### src/hw/rtl/gww_pkg.sv
// ----------------------------------------------------------------------------
// gww_pkg
// Shared constants and types of the greedy word wrapper.
// ----------------------------------------------------------------------------
`default_nettype none

package gww_pkg;

  localparam int unsigned MAX_WIDTH = 31;
  localparam int unsigned ROW_DEPTH = 32;
  localparam int unsigned PTR_W     = $clog2(ROW_DEPTH);
  localparam int unsigned FILL_W    = $clog2(MAX_WIDTH + 1);
  localparam int unsigned CNT_W     = 16;

  localparam logic [7:0]       CH_NEWLINE = 8'd10;
  localparam logic [7:0]       CH_SPACE   = 8'd32;
  localparam logic [CNT_W-1:0] COUNT_MAX  = '1;

  // Row store write port, front to back.
  typedef struct packed {
    logic             en;
    logic [PTR_W-1:0] addr;
    logic [7:0]       data;
  } wr_t;

  // One drain request: head_len bytes, optional skipped byte, optional
  // newline, then tail_len bytes, all tagged with the line total.
  typedef struct packed {
    logic [FILL_W-1:0] head_len;
    logic              skip;
    logic              newline;
    logic [FILL_W-1:0] tail_len;
    logic [CNT_W-1:0]  total;
  } cmd_t;

endpackage

`default_nettype wire

### src/hw/rtl/greedy_word_wrapper_unit.sv
// ----------------------------------------------------------------------------
// greedy_word_wrapper_unit
// Wraps a byte stream to a configured line width with greedy word breaks.
// ----------------------------------------------------------------------------
// A finished row's first result passes the request queue, the drain state,
// the row store read and the output register; an empty row's newline skips
// the read. Throughput: one request a cycle into the open row; a result byte
// passes RUN and DATA, an inserted newline or dropped space RUN alone.
// Requests stall only when the request queue is full or the row store slot
// is still waiting to be drained. Reset: row empty, line total 1, width 31.
`default_nettype none

module greedy_word_wrapper_unit (
  input  wire logic        clk_i,
  input  wire logic        rst_ni,
  input  wire logic        cfg_valid_i,
  output logic             cfg_ready_o,
  input  wire logic [4:0]  cfg_data_i,
  input  wire logic        in_valid_i,
  output logic             in_ready_o,
  input  wire logic [7:0]  in_char_i,
  input  wire logic        end_of_text_i,
  output logic             out_valid_o,
  input  wire logic        out_ready_i,
  output logic [7:0]       out_char_o,
  output logic             run_last_o,
  output logic [15:0]      line_total_o
);

  gww_pkg::cmd_t push_cmd, pop_cmd;
  gww_pkg::wr_t  wr;
  logic          q_full, q_empty, push, pop, rel;

  gww_front u_front (
    .clk_i         (clk_i),
    .rst_ni        (rst_ni),
    .cfg_valid_i   (cfg_valid_i),
    .cfg_ready_o   (cfg_ready_o),
    .cfg_data_i    (cfg_data_i),
    .in_valid_i    (in_valid_i),
    .in_ready_o    (in_ready_o),
    .in_char_i     (in_char_i),
    .end_of_text_i (end_of_text_i),
    .q_full_i      (q_full),
    .push_o        (push),
    .cmd_o         (push_cmd),
    .wr_o          (wr),
    .release_i     (rel)
  );

  gww_cmd_fifo u_fifo (
    .clk_i   (clk_i),
    .rst_ni  (rst_ni),
    .push_i  (push),
    .cmd_i   (push_cmd),
    .full_o  (q_full),
    .pop_i   (pop),
    .cmd_o   (pop_cmd),
    .empty_o (q_empty)
  );

  gww_back u_back (
    .clk_i        (clk_i),
    .rst_ni       (rst_ni),
    .wr_i         (wr),
    .q_empty_i    (q_empty),
    .cmd_i        (pop_cmd),
    .pop_o        (pop),
    .release_o    (rel),
    .out_valid_o  (out_valid_o),
    .out_ready_i  (out_ready_i),
    .out_char_o   (out_char_o),
    .run_last_o   (run_last_o),
    .line_total_o (line_total_o)
  );

  a_push_room: assert property (@(posedge clk_i) disable iff (!rst_ni)
    push |-> !q_full)
    else $error("request pushed into full queue");

  a_pop_data: assert property (@(posedge clk_i) disable iff (!rst_ni)
    pop |-> !q_empty)
    else $error("request popped from empty queue");

  a_total_nonzero: assert property (@(posedge clk_i) disable iff (!rst_ni)
    out_valid_o |-> (line_total_o != 16'd0))
    else $error("line total zero on result");

  a_wr_on_accept: assert property (@(posedge clk_i) disable iff (!rst_ni)
    wr.en |-> (in_valid_i && in_ready_o))
    else $error("row store written without accepted request");

endmodule

`default_nettype wire

### src/hw/rtl/gww_front.sv
// ----------------------------------------------------------------------------
// gww_front
// Accepts characters, tracks the open row and issues drain requests.
// ----------------------------------------------------------------------------
`default_nettype none

module gww_front (
  input  wire logic                         clk_i,
  input  wire logic                         rst_ni,
  input  wire logic                         cfg_valid_i,
  output logic                              cfg_ready_o,
  input  wire logic [4:0]                   cfg_data_i,
  input  wire logic                         in_valid_i,
  output logic                              in_ready_o,
  input  wire logic [7:0]                   in_char_i,
  input  wire logic                         end_of_text_i,
  input  wire logic                         q_full_i,
  output logic                              push_o,
  output gww_pkg::cmd_t                     cmd_o,
  output gww_pkg::wr_t                      wr_o,
  input  wire logic                         release_i
);

  localparam int unsigned FW = gww_pkg::FILL_W;
  localparam int unsigned PW = gww_pkg::PTR_W;
  localparam int unsigned OW = PW + 1;

  logic [4:0]                  width_q;
  logic [FW-1:0]               fill_q, fill_d;
  logic [FW-1:0]               lsp_q, lsp_d;
  logic                        sp_q, sp_d;
  logic [PW-1:0]               head_q, head_d;
  logic [OW-1:0]               pend_q, pend_d;
  logic [gww_pkg::CNT_W-1:0]   cnt_q, cnt_d;

  logic [FW-1:0] w_eff;
  logic [FW-1:0] head_len, tail_len, fill_m;
  logic [PW-1:0] head_m;
  logic          skip, nl, inc, wr_en, hazard, accept;
  logic [OW-1:0] consumed;

  always_comb begin
    if (width_q == 5'd0) begin
      w_eff = FW'(1);
    end else if (32'(width_q) > gww_pkg::MAX_WIDTH) begin
      w_eff = FW'(gww_pkg::MAX_WIDTH);
    end else begin
      w_eff = FW'(width_q);
    end
  end

  always_comb begin
    head_len = '0;
    tail_len = '0;
    skip     = 1'b0;
    nl       = 1'b0;
    inc      = 1'b0;
    wr_en    = 1'b0;
    fill_m   = fill_q;
    head_m   = head_q;
    lsp_d    = lsp_q;
    sp_d     = sp_q;
    if (in_char_i == 8'd0) begin
      // ignored
    end else if (in_char_i == gww_pkg::CH_NEWLINE) begin
      head_len = fill_q;
      nl       = 1'b1;
      inc      = 1'b1;
      head_m   = head_q + PW'(fill_q);
      fill_m   = '0;
      lsp_d    = '0;
      sp_d     = 1'b0;
    end else if (fill_q < w_eff) begin
      wr_en  = 1'b1;
      fill_m = fill_q + FW'(1);
      if (in_char_i == gww_pkg::CH_SPACE) begin
        lsp_d = fill_q;
        sp_d  = 1'b1;
      end
    end else if (in_char_i == gww_pkg::CH_SPACE) begin
      head_len = fill_q;
      nl       = 1'b1;
      inc      = 1'b1;
      head_m   = head_q + PW'(fill_q);
      fill_m   = '0;
      lsp_d    = '0;
      sp_d     = 1'b0;
    end else if (sp_q) begin
      // word wrap: drop the last space, keep the word after it
      head_len = lsp_q;
      skip     = 1'b1;
      nl       = 1'b1;
      inc      = 1'b1;
      wr_en    = 1'b1;
      head_m   = head_q + PW'(lsp_q) + PW'(1);
      fill_m   = fill_q - lsp_q;
      lsp_d    = '0;
      sp_d     = 1'b0;
    end else begin
      // hard break
      head_len = fill_q;
      nl       = 1'b1;
      inc      = 1'b1;
      wr_en    = 1'b1;
      head_m   = head_q + PW'(fill_q);
      fill_m   = FW'(1);
      lsp_d    = '0;
      sp_d     = 1'b0;
    end

    head_d = head_m;
    fill_d = fill_m;
    if (end_of_text_i) begin
      tail_len = fill_m;
      head_d   = head_m + PW'(fill_m);
      fill_d   = '0;
      lsp_d    = '0;
      sp_d     = 1'b0;
    end
  end

  assign consumed = OW'(head_len) + OW'(skip) + OW'(tail_len);
  // the write slot must not hold a byte still waiting to be drained
  assign hazard     = wr_en && ((OW'(fill_q) + pend_q) == OW'(gww_pkg::ROW_DEPTH));
  assign in_ready_o = !q_full_i && !hazard;
  assign accept     = in_valid_i && in_ready_o;
  assign push_o     = accept && ((head_len != '0) || nl || (tail_len != '0));
  assign cfg_ready_o = 1'b1;

  always_comb begin
    cnt_d = cnt_q;
    if (accept && inc && (cnt_q != gww_pkg::COUNT_MAX)) begin
      cnt_d = cnt_q + gww_pkg::CNT_W'(1);
    end
  end

  always_comb begin
    pend_d = pend_q - OW'(release_i);
    if (push_o) begin
      pend_d = pend_d + consumed;
    end
  end

  always_comb begin
    cmd_o.head_len = head_len;
    cmd_o.skip     = skip;
    cmd_o.newline  = nl;
    cmd_o.tail_len = tail_len;
    cmd_o.total    = cnt_d;
    wr_o.en        = accept && wr_en;
    wr_o.addr      = head_q + PW'(fill_q);
    wr_o.data      = in_char_i;
  end

  always_ff @(posedge clk_i or negedge rst_ni) begin
    if (!rst_ni) begin
      width_q <= 5'd31;
      fill_q  <= '0;
      lsp_q   <= '0;
      sp_q    <= 1'b0;
      head_q  <= '0;
      pend_q  <= '0;
      cnt_q   <= gww_pkg::CNT_W'(1);
    end else begin
      if (cfg_valid_i) begin
        width_q <= cfg_data_i;
      end
      if (accept) begin
        fill_q <= fill_d;
        lsp_q  <= lsp_d;
        sp_q   <= sp_d;
        head_q <= head_d;
        cnt_q  <= cnt_d;
      end
      pend_q <= pend_d;
    end
  end

endmodule

`default_nettype wire

### src/hw/rtl/gww_cmd_fifo.sv
// ----------------------------------------------------------------------------
// gww_cmd_fifo
// Two-entry request queue between front and back.
// ----------------------------------------------------------------------------
`default_nettype none

module gww_cmd_fifo (
  input  wire logic          clk_i,
  input  wire logic          rst_ni,
  input  wire logic          push_i,
  input  wire gww_pkg::cmd_t cmd_i,
  output logic               full_o,
  input  wire logic          pop_i,
  output gww_pkg::cmd_t      cmd_o,
  output logic               empty_o
);

  gww_pkg::cmd_t slot_q [2];
  logic          wptr_q, rptr_q;
  logic [1:0]    cnt_q;

  assign full_o  = cnt_q == 2'd2;
  assign empty_o = cnt_q == 2'd0;
  assign cmd_o   = slot_q[rptr_q];

  always_ff @(posedge clk_i) begin
    if (push_i) begin
      slot_q[wptr_q] <= cmd_i;
    end
  end

  always_ff @(posedge clk_i or negedge rst_ni) begin
    if (!rst_ni) begin
      wptr_q <= 1'b0;
      rptr_q <= 1'b0;
      cnt_q  <= 2'd0;
    end else begin
      if (push_i) begin
        wptr_q <= !wptr_q;
      end
      if (pop_i) begin
        rptr_q <= !rptr_q;
      end
      cnt_q <= cnt_q + 2'(push_i) - 2'(pop_i);
    end
  end

endmodule

`default_nettype wire

### src/hw/rtl/gww_back.sv
// ----------------------------------------------------------------------------
// gww_back
// Holds the row store and drains requests into the output register.
// ----------------------------------------------------------------------------
`default_nettype none

module gww_back (
  input  wire logic                        clk_i,
  input  wire logic                        rst_ni,
  input  wire gww_pkg::wr_t                wr_i,
  input  wire logic                        q_empty_i,
  input  wire gww_pkg::cmd_t               cmd_i,
  output logic                             pop_o,
  output logic                             release_o,
  output logic                             out_valid_o,
  input  wire logic                        out_ready_i,
  output logic [7:0]                       out_char_o,
  output logic                             run_last_o,
  output logic [gww_pkg::CNT_W-1:0]        line_total_o
);

  localparam int unsigned FW = gww_pkg::FILL_W;
  localparam int unsigned PW = gww_pkg::PTR_W;

  localparam logic [1:0] ST_IDLE = 2'd0;
  localparam logic [1:0] ST_RUN  = 2'd1;
  localparam logic [1:0] ST_DATA = 2'd2;

  logic [7:0] mem [gww_pkg::ROW_DEPTH];

  logic [1:0]                state_q, state_d;
  logic [FW-1:0]             head_q, head_d, tail_q, tail_d;
  logic                      skip_q, skip_d, nl_q, nl_d;
  logic [gww_pkg::CNT_W-1:0] total_q;
  logic [PW-1:0]             rptr_q, rptr_d;
  logic [7:0]                rd_q;
  logic                      rd_last_q, rd_last_d;
  logic                      rd_en;
  logic                      out_free, load;
  logic [7:0]                load_char;
  logic                      load_last;

  logic                      ov_q;
  logic [7:0]                oc_q;
  logic                      ol_q;
  logic [gww_pkg::CNT_W-1:0] ot_q;

  assign out_free = !ov_q || out_ready_i;

  always_comb begin
    state_d   = state_q;
    head_d    = head_q;
    tail_d    = tail_q;
    skip_d    = skip_q;
    nl_d      = nl_q;
    rptr_d    = rptr_q;
    rd_last_d = rd_last_q;
    rd_en     = 1'b0;
    release_o = 1'b0;
    pop_o     = 1'b0;
    load      = 1'b0;
    load_char = rd_q;
    load_last = rd_last_q;
    case (state_q)
      ST_IDLE: begin
        if (!q_empty_i) begin
          pop_o   = 1'b1;
          head_d  = cmd_i.head_len;
          tail_d  = cmd_i.tail_len;
          skip_d  = cmd_i.skip;
          nl_d    = cmd_i.newline;
          state_d = ST_RUN;
        end
      end
      ST_RUN: begin
        if (head_q != '0) begin
          rd_en     = 1'b1;
          release_o = 1'b1;
          rptr_d    = rptr_q + PW'(1);
          head_d    = head_q - FW'(1);
          rd_last_d = (head_q == FW'(1)) && !nl_q && (tail_q == '0);
          state_d   = ST_DATA;
        end else if (skip_q) begin
          release_o = 1'b1;
          rptr_d    = rptr_q + PW'(1);
          skip_d    = 1'b0;
        end else if (nl_q) begin
          if (out_free) begin
            load      = 1'b1;
            load_char = gww_pkg::CH_NEWLINE;
            load_last = tail_q == '0;
            nl_d      = 1'b0;
          end
        end else if (tail_q != '0) begin
          rd_en     = 1'b1;
          release_o = 1'b1;
          rptr_d    = rptr_q + PW'(1);
          tail_d    = tail_q - FW'(1);
          rd_last_d = tail_q == FW'(1);
          state_d   = ST_DATA;
        end else begin
          state_d = ST_IDLE;
        end
      end
      ST_DATA: begin
        if (out_free) begin
          load    = 1'b1;
          state_d = ST_RUN;
        end
      end
      default: begin
        state_d = ST_IDLE;
      end
    endcase
  end

  always_ff @(posedge clk_i) begin
    if (wr_i.en) begin
      mem[wr_i.addr] <= wr_i.data;
    end
    if (rd_en) begin
      rd_q <= mem[rptr_q];
    end
    if (pop_o) begin
      total_q <= cmd_i.total;
    end
    if (load) begin
      oc_q <= load_char;
      ol_q <= load_last;
      ot_q <= total_q;
    end
  end

  always_ff @(posedge clk_i or negedge rst_ni) begin
    if (!rst_ni) begin
      state_q   <= ST_IDLE;
      head_q    <= '0;
      tail_q    <= '0;
      skip_q    <= 1'b0;
      nl_q      <= 1'b0;
      rptr_q    <= '0;
      rd_last_q <= 1'b0;
      ov_q      <= 1'b0;
    end else begin
      state_q   <= state_d;
      head_q    <= head_d;
      tail_q    <= tail_d;
      skip_q    <= skip_d;
      nl_q      <= nl_d;
      rptr_q    <= rptr_d;
      rd_last_q <= rd_last_d;
      if (load) begin
        ov_q <= 1'b1;
      end else if (out_ready_i) begin
        ov_q <= 1'b0;
      end
    end
  end

  assign out_valid_o  = ov_q;
  assign out_char_o   = oc_q;
  assign run_last_o   = ol_q;
  assign line_total_o = ot_q;

endmodule

`default_nettype wire

### config.mk
export PLATFORM = sky130hd
export DESIGN_NAME = greedy_word_wrapper_unit
export DESIGN_NICKNAME = d
export VERILOG_FILES = /design/src/hw/rtl/gww_pkg.sv /design/src/hw/rtl/greedy_word_wrapper_unit.sv /design/src/hw/rtl/gww_front.sv /design/src/hw/rtl/gww_cmd_fifo.sv /design/src/hw/rtl/gww_back.sv
export SDC_FILE = /design/constraint.sdc
export NUM_CORES = 1
export LEC_CHECK = 0
export BUFFER_PORTS_ARGS = -buffer_cell sky130_fd_sc_hd__buf_2
export CORE_MARGIN = 5
export CORE_UTILIZATION = 65
export CTS_CLUSTER_SIZE = 12
export DETAILED_ROUTE_END_ITERATION = 16
export PLACE_DENSITY = 0.82
export REMOVE_ABC_BUFFERS = 1
export SLEW_MARGIN = 5
export SYNTH_ARGS = -nofsm -noshare
export SYNTH_HDL_FRONTEND = slang
export SYNTH_HIERARCHICAL = 1
export SYNTH_SLANG_ARGS = --single-unit
### constraint.sdc
create_clock -name clk_i -period 12.2 [get_ports clk_i]
set_input_delay 0 -clock clk_i [delete_from_list [all_inputs] [get_ports clk_i]]
set_output_delay 0 -clock clk_i [all_outputs]
set_load 0.01 [all_outputs]
==> impl_metrics.toml <==
[synth]
yosys_register_bits = 429
synth.avg_cell_area_um2 = 15.7
synth-edff-count = 361
synth.distinct_cells = 82
synth_largest_area_cell = "edfxtp_1"
async_flop_share_pct = 15.9
yosysMostFrequentCell = "edfxtp_1"
netlist_instances = 1216
yosys_most_used_dff = "edfxtp_1"
syn_area_um2 = 19100
ys_seq_area_share_pct = 65.5
synth_top_area_share_pct = 56.6
ys_top_cells_by_count = "361 x edfxtp_1, 70 x nor2_1, 62 x dfrtp_1"
yosysWarnings = 6
yosys-top-cells-area = "edfxtp_1 57%, dfrtp_1 8.1%, mux4_2 5.5%"

[layout]
fin_area_um2 = 21000
nNetsFinal = 1352
n_antenna_cell = 0
drive_above_1_share_pct = 18.1
syn_to_final_growth_pct = 9.83
final_util_pct = 72.9

[global_route]
grt_max_degree = 69
globalRoute.busiestLayer = "met2"
groute.layer.met2.usage_pct = 40.3
grt_pass1_vias = 10800
grtUsageMet1_pct = 35.1
use_met3_pct = 3.96
gr-total-overflow = 0
track_usage_pct = 24.6
grt_pass1_wl_um = 63200
antenna_found_initial = 0

[clock_network]
clk_path_buf_depth = 3
clk_pin_slew_ns = 0.06
cts_resized = 0
cts_setup_buffers = 0
cts_buffers = 43
insertion_delay_ns = 0.54
h-tree-depth = 2
cts_tree = "yes"
root_buffer = "clkbuf_16"
cts.sinks = 429

[sta]
maxClockFrequency_mhz = 219
tns_ns = 0
tightest_slew_ns = 1.31
finalMaxSlewViolations = 0
relSlewSlack_pct = 10.2
setup_viol = 0
hold_violations = 0
setup_slack_ns = 7.64
rsz0062_at_grt = "false"
period_share_pct = 37.4
fin_crit_ns = 4.56
finClkSkew_ns = 0.0180

[placement]
post_dp_cell_area_um2 = 19600
gp_congestion = 0.878
port_buffers = 45
dp_hpwl_um = 24900
dp_slack_ns = 7.64

[min_path]
worstHoldPathType = "input pin to register"

[drt]
drt-wirelength-per-cell_um = 23.8
drc = 0
viasPerCell = 6.40
dr.first_iter.drc_count = 1103
detail-route-antenna-nets = 0
finalWirelength_um = 40100
first_pass_iters = 5
vias = 10800

[floorplanning]
ioPinCount = 47
dieArea_um2 = 33000
core_um2 = 28900
die_w_um = 182
rows = 62
initial_core_util_pct = 66.4
die-height_um = 182

[worst_setup_path]
crit_family = "simple AND/OR/NAND/NOR gates"
crit_chain = "ha_1 -> nand4_1 -> a211o_1 -> and2_4 -> or3_4 -> inv_2 -> a211oi_1 -> nor2b_1 -> fa_1 -> ha_1 -> a21o_1 -> a21oi_1 -> o21bai_1 -> a21oi_1 -> xor2_1 -> nor4_1 -> xnor2_1"
path_buf_inv = 1
cp-start-kind = "register"
slowest_stage = "dfrtp_1"
critical_path_required_ns = 12.66
crit_type = "register to register"
cp_slowest_stage_delay_ns = 0.58
crit_path_end_kind = "register"
crit_arrival_ns = 5.02
r2r_slack_ns = 7.64
cp_max_fo = 12

[status]
outcome = "completed"

[power]
power_density_nw_per_um2 = 245
power.leakage_nw = 7.64
totalPowerFinal_mw = 5.16
ir_worst_vdd_uv = 131

[job]
cap_violations = 0
[through the flow]
stage,std cells,hold slack [ns]
6_report,1685,0.0234
4_1_cts,1685,0.00337
2_1_floorplan,1156,-0.296
3_3_place_gp,1595,0.191
5_1_grt,1685,0.0491
3_5_place_dp,1595,0.187
[cells by family (layout without fill, tap and decap cells)]
| group | count (synthesis) | in the layout | share of synthesized area [%] |
|---|---|---|---|
| buffers and inverters | 107 | 192 | 2.82 |
| AOI/OAI and AO/OA | 170 | 170 | 6.48 |
| other | 1 | 1 | 0.0196 |
| adders and majority gates | 57 | 57 | 4.16 |
| xor gates and xnor gates | 64 | 64 | 3.01 |
| muxes | 128 | 128 | 10.3 |
| and+or+nand+nor | 260 | 260 | 7.67 |
| DFF | 429 | 429 | 65.5 |
[placed cells by master, fill, tap and decap left out, drive strengths merged, types with 8 or more instances in the layout]
| cell type | synthesis | routed |
|---|---|---|
| dlygate4sd3 | 0 | 20 |
| nand4 | 12 | 12 |
| nor3 | 15 | 15 |
| mux4 | 47 | 47 |
| a21oi | 42 | 42 |
| nor4 | 14 | 14 |
| o22ai | 11 | 11 |
| o21ai | 24 | 24 |
| mux2 | 39 | 39 |
| nand3 | 28 | 28 |
| a22oi | 13 | 13 |
| and2 | 9 | 9 |
| inv | 46 | 47 |
| nand2b | 8 | 8 |
| xor2 | 30 | 30 |
| a21o | 11 | 11 |
| nor2b | 20 | 20 |
| mux2i | 42 | 42 |
| fa | 11 | 11 |
| nand3b | 9 | 9 |
| a22o | 9 | 9 |
| buf | 39 | 55 |
| xnor2 | 33 | 33 |
| nand2 | 43 | 43 |
| nor2 | 70 | 70 |
| ha | 46 | 46 |
| o221ai | 9 | 9 |
| clkbuf | 21 | 62 |
| edfxtp | 361 | 361 |
| dfrtp | 62 | 62 |
[worst paths after layout]
| kind | startpoint | depth (start not counted) | endpoint |
|---|---|---|---|
| worst max-delay path | u_front/fill_q[1]$_DFFE_PN0P_ | 17 | u_front/pend_q[5]$_DFF_PN0_ |
| worst min-delay path | in_char_i[3] | 1 | u_back/mem[7][3]$_DFFE_PP_ |
| worst max register to register | u_front/fill_q[1]$_DFFE_PN0P_ | 17 | u_front/pend_q[5]$_DFF_PN0_ |
| worst min register to register | u_back/total_q[5]$_DFFE_PP_ | 0 | u_back/line_total_o[5]$_DFFE_PP_ |
| max in group asynchronous | rst_ni | 2 | u_back/rptr_q[0]$_DFFE_PN0P_ |
| min in group asynchronous | rst_ni | 2 | u_front/cnt_q[3]$_DFFE_PN0P_ |
[routing by layer]
metal  vias to the layer above  part of all wire (%)  wire, µm
met2                       527                    49     19700
met5                         -                     0         0
li1                       4765                     -         -
met3                        80                   8.5      3410
met1                      5417                    40     16000
met4                         0                   2.2       901
[where the power goes]
part           leakage [nW]  internal, mW  switching (mW)
Combinational          2.92         0.771            1.07
Clock                 0.606         0.683           0.513
Sequential             4.12          1.91           0.205
Total                  7.64          3.37            1.79
[state kept, by name, indices dropped and copies added (netlist names), 6 cells and up]
register / cells
u_front/pend_q: 6
u_back/line_total_o: 16
u_back/out_char_o: 8
u_back/mem: 256
u_fifo/slot_q: 56
u_back/rd_q: 8
u_back/total_q: 16
u_front/cnt_q: 16
[cell type report]
cell class / instances / area [µm²]
Sequential cell: 429 / 12600
Fill cell: 1727 / 7830
Multi-Input combinational cell: 680 / 6070
Clock buffer: 62 / 1170
Timing Repair Buffer: 75 / 503
Tap cell: 384 / 480
Inverter: 47 / 176
Clock inverter: 8 / 78.8
[what timing repair did]
action                     4_1_cts  5_1_grt
hold endpoints to repair       129        0
hold buffers                    20        0
setup endpoints to repair        0        0
(Power assumes the default switching activity.)
